## src/rtl/msbr_pkg.sv

```systemverilog
// ----------------------------------------------------------------------------
// msbr_pkg
// Shared types and constants of the msb-first bit reader: opcodes, word
// geometry of the byte store and the metadata of a read in flight.
// ----------------------------------------------------------------------------
package msbr_pkg;

   // byte and word geometry of the store
   localparam int BYTE_BITS  = 8;
   localparam int WORD_BYTES = 8;
   localparam int WORD_BITS  = WORD_BYTES * BYTE_BITS;
   localparam int LANE_W     = $clog2(WORD_BYTES);
   localparam int OFFSET_W   = $clog2(WORD_BITS);
   localparam int BYTE_SHIFT = $clog2(BYTE_BITS);
   localparam int WORD_SHIFT = $clog2(WORD_BITS);

   // field widths of the channels
   localparam int OPCODE_W    = 2;
   localparam int BIT_COUNT_W = 7;
   localparam int VALUE_W     = 64;

   // opcodes; the fourth code means nothing and is ignored
   localparam logic [OPCODE_W-1:0] OP_LOAD    = 2'd0;
   localparam logic [OPCODE_W-1:0] OP_READ    = 2'd1;
   localparam logic [OPCODE_W-1:0] OP_RESTART = 2'd2;

   // read metadata carried next to the memory read data
   typedef struct packed {
      logic [BIT_COUNT_W-1:0] n_bits;
      logic [OFFSET_W-1:0]    offset;
      logic                   underrun;
   } read_meta_type;

endpackage

```

## src/rtl/msbr_store.sv

```systemverilog
// ----------------------------------------------------------------------------
// msbr_store
// Byte store kept as a memory of 64-bit words. Bytes are written one lane at
// a time, first byte in the top lane; a read returns two consecutive words.
// ----------------------------------------------------------------------------
module msbr_store import msbr_pkg::*; #(
   parameter int ADDR_W = 5
) (
   input  logic                 clock,
   input  logic                 wr_en,
   input  logic [ADDR_W-1:0]    wr_addr,
   input  logic [LANE_W-1:0]    wr_lane,
   input  logic [BYTE_BITS-1:0] wr_data,
   input  logic                 rd_en,
   input  logic [ADDR_W-1:0]    rd_addr,
   output logic [WORD_BITS-1:0] rd_word0,
   output logic [WORD_BITS-1:0] rd_word1
);

   localparam int WORDS = 2 ** ADDR_W;

   logic [WORD_BITS-1:0] mem [WORDS];
   logic [WORD_BITS-1:0] word0_ff;
   logic [WORD_BITS-1:0] word1_ff;
   logic [ADDR_W-1:0]    rd_addr_next;
   logic [LANE_W-1:0]    lane_slot;

   // first byte of a word sits in the most significant lane
   assign lane_slot    = LANE_W'(WORD_BYTES - 1) - wr_lane;
   assign rd_addr_next = rd_addr + ADDR_W'(1);

   // byte-lane write port
   always_ff @(posedge clock) begin
      if (wr_en) begin
         mem[wr_addr][lane_slot * BYTE_BITS +: BYTE_BITS] <= wr_data;
      end
   end

   // two-word read, data registered
   always_ff @(posedge clock) begin
      if (rd_en) begin
         word0_ff <= mem[rd_addr];
         word1_ff <= mem[rd_addr_next];
      end
   end

   assign rd_word0 = word0_ff;
   assign rd_word1 = word1_ff;

endmodule

```

## src/rtl/msbr_extract.sv

```systemverilog
// ----------------------------------------------------------------------------
// msbr_extract
// Aligns the read window to the bit offset, then right-justifies the
// requested bits into the result register that faces the response channel.
// ----------------------------------------------------------------------------
module msbr_extract import msbr_pkg::*; (
   input  logic                 clock,
   input  logic                 reset,
   input  logic                 s1_valid,
   input  read_meta_type        s1_meta,
   input  logic [WORD_BITS-1:0] word0,
   input  logic [WORD_BITS-1:0] word1,
   output logic                 hold,
   output logic                 rsp_valid,
   input  logic                 rsp_stall,
   output logic [VALUE_W-1:0]   rsp_value,
   output logic                 rsp_underrun
);

   logic [2*WORD_BITS-1:0] window;
   logic [2*WORD_BITS-1:0] shifted;
   logic [VALUE_W-1:0]     aligned_in;
   logic [BIT_COUNT_W-1:0] drop_bits;
   logic                   s2_move;

   logic                   s2_v_ff, s2_v_in;
   logic [VALUE_W-1:0]     aligned_ff;
   logic [BIT_COUNT_W-1:0] n_ff;
   logic                   underrun_ff;
   logic                   out_v_ff, out_v_in;
   logic [VALUE_W-1:0]     value_ff;
   logic                   out_underrun_ff;

   // bring the first requested bit to the top of the window
   assign window     = {word0, word1};
   assign shifted    = window << s1_meta.offset;
   assign aligned_in = s1_meta.underrun ? '0 : shifted[2*WORD_BITS-1 -: VALUE_W];

   // stage advance and valid tracking
   assign s2_move  = s2_v_ff & (~out_v_ff | ~rsp_stall);
   assign s2_v_in  = s1_valid | (s2_v_ff & ~s2_move);
   assign out_v_in = s2_move | (out_v_ff & rsp_stall);
   assign hold     = s2_v_ff & ~s2_move;

   // number of low bits to drop when right-justifying
   assign drop_bits = BIT_COUNT_W'(VALUE_W) - n_ff;

   always_ff @(posedge clock) begin
      if (reset) begin
         s2_v_ff  <= 1'b0;
         out_v_ff <= 1'b0;
      end else begin
         s2_v_ff  <= s2_v_in;
         out_v_ff <= out_v_in;
      end
   end

   // alignment stage payload
   always_ff @(posedge clock) begin
      if (s1_valid) begin
         aligned_ff  <= aligned_in;
         n_ff        <= s1_meta.n_bits;
         underrun_ff <= s1_meta.underrun;
      end
   end

   // result register
   always_ff @(posedge clock) begin
      if (s2_move) begin
         value_ff        <= aligned_ff >> drop_bits;
         out_underrun_ff <= underrun_ff;
      end
   end

   assign rsp_valid    = out_v_ff;
   assign rsp_value    = value_ff;
   assign rsp_underrun = out_underrun_ff;

   // a new read never lands on a stage that is still held
   a_no_overrun: assert property (@(posedge clock) disable iff (reset)
      s1_valid |-> (!s2_v_ff || s2_move))
      else $error("read entered alignment stage while it was held");

   // an underrun result carries a zero value
   a_underrun_zero: assert property (@(posedge clock) disable iff (reset)
      (rsp_valid && rsp_underrun) |-> (rsp_value == '0))
      else $error("underrun result with nonzero value");

endmodule

```

## src/rtl/msb_first_bit_reader.sv

```systemverilog
// Read path: a read result passes the store's read register, the alignment
//   register and the output register; response stalls hold it back on the way. Loads and restarts give no result.
// Throughput: requests stall while a read sits in the store's registered
//   two-word read or while the alignment stage is held; else loads one per cycle.
// Reset: synchronous; clears loaded count, bit position and all valids.
//   The byte store is not cleared and needs no clearing pass.
// ----------------------------------------------------------------------------
// msb_first_bit_reader
// Msb-first bit extractor over a byte store held in a word-wide memory.
// Control keeps the loaded count and bit position and issues memory reads.
// ----------------------------------------------------------------------------
module msb_first_bit_reader import msbr_pkg::*; #(
   parameter int STORE_BYTES   = 256,
   parameter int MAX_READ_BITS = 64
) (
   input  logic                   clock,
   input  logic                   reset,
   input  logic                   req_valid,
   output logic                   req_stall,
   input  logic [OPCODE_W-1:0]    req_opcode,
   input  logic [BYTE_BITS-1:0]   req_data_byte,
   input  logic [BIT_COUNT_W-1:0] req_bit_count,
   output logic                   rsp_valid,
   input  logic                   rsp_stall,
   output logic [VALUE_W-1:0]     rsp_value,
   output logic                   rsp_underrun
);

   localparam int COUNT_W = $clog2(STORE_BYTES + 1);
   localparam int POS_W   = $clog2(STORE_BYTES * BYTE_BITS + 1);
   localparam int WORDS   = 2 ** $clog2((STORE_BYTES + WORD_BYTES - 1) / WORD_BYTES);
   localparam int ADDR_W  = $clog2(WORDS);

   logic                   take;
   logic                   load_take;
   logic                   read_take;
   logic                   store_full;
   logic                   short_read;
   logic                   extract_hold;
   logic [BIT_COUNT_W-1:0] n_sat;
   logic [POS_W-1:0]       total_bits;
   logic [POS_W-1:0]       remaining;
   logic [ADDR_W-1:0]      wr_addr;
   logic [ADDR_W-1:0]      rd_addr;
   logic [WORD_BITS-1:0]   word0;
   logic [WORD_BITS-1:0]   word1;

   logic [COUNT_W-1:0]     count_ff, count_in;
   logic [POS_W-1:0]       pos_ff, pos_in;
   logic                   s1_v_ff, s1_v_in;
   read_meta_type          meta_ff, meta_in;

   // transfer decode
   assign req_stall    = s1_v_ff | extract_hold;
   assign take         = req_valid & ~req_stall;
   assign load_take    = take & (req_opcode == OP_LOAD);
   assign read_take    = take & (req_opcode == OP_READ);

   // request length and availability check
   assign n_sat      = (req_bit_count > BIT_COUNT_W'(MAX_READ_BITS)) ?
                       BIT_COUNT_W'(MAX_READ_BITS) : req_bit_count;
   assign total_bits = POS_W'({count_ff, {BYTE_SHIFT{1'b0}}});
   assign remaining  = total_bits - pos_ff;
   assign short_read = POS_W'(n_sat) > remaining;
   assign store_full = count_ff == COUNT_W'(STORE_BYTES);

   // memory addressing
   assign wr_addr = ADDR_W'(count_ff >> LANE_W);
   assign rd_addr = ADDR_W'(pos_ff >> WORD_SHIFT);

   // next count, position and read stage
   always_comb begin
      count_in = count_ff;
      pos_in   = pos_ff;
      s1_v_in  = read_take;
      meta_in.n_bits   = n_sat;
      meta_in.offset   = pos_ff[OFFSET_W-1:0];
      meta_in.underrun = short_read;
      if (take) begin
         case (req_opcode)
            OP_LOAD: begin
               if (!store_full) count_in = count_ff + COUNT_W'(1);
            end
            OP_READ: begin
               if (!short_read) pos_in = pos_ff + POS_W'(n_sat);
            end
            OP_RESTART: begin
               count_in = '0;
               pos_in   = '0;
            end
            default: begin
               count_in = count_ff;
            end
         endcase
      end
   end

   always_ff @(posedge clock) begin
      if (reset) begin
         count_ff <= '0;
         pos_ff   <= '0;
         s1_v_ff  <= 1'b0;
      end else begin
         count_ff <= count_in;
         pos_ff   <= pos_in;
         s1_v_ff  <= s1_v_in;
      end
   end

   // read metadata travels beside the memory read data
   always_ff @(posedge clock) begin
      if (read_take) begin
         meta_ff <= meta_in;
      end
   end

   msbr_store #(
      .ADDR_W (ADDR_W)
   ) u_store (
      .clock    (clock),
      .wr_en    (load_take & ~store_full),
      .wr_addr  (wr_addr),
      .wr_lane  (count_ff[LANE_W-1:0]),
      .wr_data  (req_data_byte),
      .rd_en    (read_take),
      .rd_addr  (rd_addr),
      .rd_word0 (word0),
      .rd_word1 (word1)
   );

   msbr_extract u_extract (
      .clock        (clock),
      .reset        (reset),
      .s1_valid     (s1_v_ff),
      .s1_meta      (meta_ff),
      .word0        (word0),
      .word1        (word1),
      .hold         (extract_hold),
      .rsp_valid    (rsp_valid),
      .rsp_stall    (rsp_stall),
      .rsp_value    (rsp_value),
      .rsp_underrun (rsp_underrun)
   );

   // position never passes the loaded bits
   a_pos_in_range: assert property (@(posedge clock) disable iff (reset)
      pos_ff <= total_bits)
      else $error("bit position beyond loaded bits");

   // loaded count stays within the store
   a_count_in_range: assert property (@(posedge clock) disable iff (reset)
      count_ff <= COUNT_W'(STORE_BYTES))
      else $error("loaded count beyond store size");

   // an underrun read leaves the position alone
   a_underrun_keeps_pos: assert property (@(posedge clock) disable iff (reset)
      (read_take && short_read) |=> $stable(pos_ff))
      else $error("underrun read moved the bit position");

endmodule
```

## config.mk

```make
export PLATFORM = sky130hd
export DESIGN_NAME = msb_first_bit_reader
export DESIGN_NICKNAME = d
export VERILOG_FILES = /design/src/rtl/msbr_pkg.sv /design/src/rtl/msbr_store.sv /design/src/rtl/msbr_extract.sv /design/src/rtl/msb_first_bit_reader.sv
export SDC_FILE = /design/constraint.sdc
export NUM_CORES = 2
export LEC_CHECK = 0
export BUFFER_PORTS_ARGS = -buffer_cell sky130_fd_sc_hd__buf_2
export CORE_MARGIN = 2
export CORE_UTILIZATION = 49
export DETAILED_ROUTE_END_ITERATION = 10
export PLACE_DENSITY = 0.67
export SLEW_MARGIN = 5
export SYNTH_ARGS = -nofsm -noshare
export SYNTH_HDL_FRONTEND = slang
export SYNTH_HIERARCHICAL = 1
export SYNTH_SLANG_ARGS = --single-unit
export TNS_END_PERCENT = 50
```

## constraint.sdc

```tcl
create_clock -name clock -period 6.2 [get_ports clock]
set_input_delay 0.62 -clock clock [delete_from_list [all_inputs] [get_ports clock]]
set_output_delay 0.62 -clock clock [all_outputs]
set_load 0.005 [all_outputs]
```

==> results.yml <==
clock_network:
  cts_tree: "yes"
  h-tree-depth: 4
  numCtsBuffers: 229
  clockBufferDepth: 3
  ctsRootBufferMaster: "clkbuf_16"
  cts_setup_buffers: 0
  path_clk_slew_ps: 60
  clock_sinks: 2350
  cts_resized: 0
  clkLatencyLatePin_ps: 930
routing:
  firstDrtPassIters: 5
  drc: 0
  drt_iter0_markers: 12230
  met2_length_mm: 176.8
  met3_length_mm: 48.30
  antenna_left: 0
  wl_met1_mm: 140.3
  num_vias: 72690
  wl_per_cell_microns: 39.27
  routed.top_layer: "met5"
  avgViaCountPerCell: 7.328
  wirelength_mm: 389.5
yosys:
  yosys_warnings: 6
  syn_avg_cell_area_sq_um: 18.10
  syn-num-nets: 6629
  synth_cells: 6574
  netlist_area_sq_um: 119000
place:
  dp_hpwl_mm: 260.6
  io_buffers: 87
  routabilityCongestion: 0.9853
power_and_ir_drop:
  vdd_drop_max_mv: 0.3116
  powerDensity_nw_per_um2: 256.3
  power_leakage_nw: 40.80
floorplanning:
  die_h_microns: 496.8
  die_w_microns: 496.8
  io_pins: 88
  initial_core_util_pct: 49.37
  die-area_sq_um: 246800
  coreArea_sq_um: 241000
  rows: 180
grt:
  antenna_found_initial: 35
  grt.overflow.total: 0
  grtUsageTotal_pct: 31.50
  grt_pass1_wl_mm: 545.2
  grt_pass1_vias: 68910
  grt_max_degree: 140
timing:
  fin_crit_ps: 4703
  max_slew.worst_pin.slew_ps: 1413
  finalSetupViolCount: 0
  hold_viol_final: 0
  post-route-period-util_pct: 75.86
  timing.fmax_mhz: 212.6
  skew_ps: 60.89
  maxSlewHeadroom_pct: 5.811
  whs_ps: 84.15
  setup_tns_ps: 0
  drv_slew: 0
  rsz0062_at_grt: "false"
worst_hold_path:
  min_path_type: "input port to flip-flop"
run_status:
  outcome: "finished clean"
flow_run:
  maxCapViolations: 0
cells_and_area:
  n_fill_cell: 18470
  nets: 6553
  area_growth_pct: 9.414
  drive_above_1_share_pct: 31.84
setup_path:
  crit_type: "flip-flop to flip-flop"
  cp-start-kind: "flip-flop"
  worst_setup_path_end_kind: "flip-flop"
  crit_required_ps: 6720
  crit_arrival_ps: 5220
  crit_fanout: 32
## sequential cells by signal (all words and copies together) (netlist names)
signal and flops:
u_store/rd_word1 63, u_store/mem 2048, u_extract/s2_v_ff 1, u_extract/rsp_value 64, u_extract/aligned_ff 64, meta_ff 14, u_extract/underrun_ff 1, s1_v_ff 1
count_ff 9, u_store/rd_word0 64, u_extract/rsp_underrun 1, u_extract/n_ff 7, u_extract/rsp_valid 1, pos_ff 12
## power breakdown
| group | internal [mW] | switching [mW] | total [mW] |
|---|---|---|---|
| combinational | 0.680 | 1.02 | 1.70 |
| sequential | 17.4 | 0.0912 | 17.5 |
| clock | 8.05 | 6.17 | 14.2 |
## final cells by class
type                            count  area (sq um)  area share (%)
Sequential cell                  2350         70350           54.04
Multi-Input combinational cell   3645         46010           35.35
Clock buffer                      256          5874           4.512
Tap cell                         3185          3985           3.061
Timing Repair Buffer              233          1927           1.480
Clock inverter                    166          1765           1.356
Inverter                           39         151.4          0.1163
Antenna cell                       46         115.1         0.08842
## critical path, cell delays in order, from the launching register on
cell	delay [ps]
dfxtp_1	690
inv_1	100
ha_1	210
nor4b_1	140
a21o_1	210
nor3_1	670
and3_1	580
nand2_2	730
nor2_1	910
## path summary, 6_finish.rpt
check | depth (start not counted) | startpoint | slack [ps] | end
setup reg to reg | 8 | count_ff[0]$_SDFFE_PP0P_ | 1500 | u_store/mem[13][13]$_DFFE_PP_
hold reg to reg | 0 | u_extract/underrun_ff$_DFFE_PP_ | 420 | u_extract/rsp_underrun$_DFFE_PP_
setup / recovery | 8 | count_ff[0]$_SDFFE_PP0P_ | 1500 | u_store/mem[13][13]$_DFFE_PP_
hold / removal | 1 | req_bit_count[6] | 80 | meta_ff[13]$_DFFE_PP_
## stage by stage
stage / setup WS [ps] / total power [mW] / utilization, % / cells / area, sq um
final: 1497 / 33.37 / 54.02 / 9920 / 130200
after global routing: 1517 / 34.18 / 53.98 / 9882 / 130100
after CTS: 1735 / 33.48 / 53.97 / 9874 / 130100
after detailed placement: 1756 / 19.46 / 50.79 / 9449 / 122400
after global placement: 1756 / 19.45 / 50.79 / 9449 / 122400
after floorplan: 280.0 / 18.92 / - / 6574 / 119000
## per-layer routing
metal | global-route usage (%) | vias up
met5 | 0 | -
met4 | 17.82 | 18
met3 | 8.676 | 896
met2 | 46.56 | 5643
met1 | 42.39 | 38300
li1 | - | 27840
## placed cells by master (no fill, tap or decap), types with 33 or more instances in the layout
cell type,n
buf_4,112
a22oi_1,34
clkinv_2,38
mux4_2,1268
nor2_1,359
a32oi_1,41
o21ai_0,82
nand2_2,40
buf_2,87
mux2_2,154
clkinv_1,52
a32o_1,64
a221o_1,33
nand3_1,43
diode_2,46
clkbuf_16,231
a221oi_1,85
mux2i_1,508
o22ai_1,44
edfxtp_1,2326
a21oi_1,62
nand2_1,370
## what timing repair did
action | CTS | global route
endpoints found under the hold margin | 2 | 0
hold buffers | 3 | 0
setup endpoints to repair | 0 | 0
Note: power is estimated with default switching activity, not from simulation.
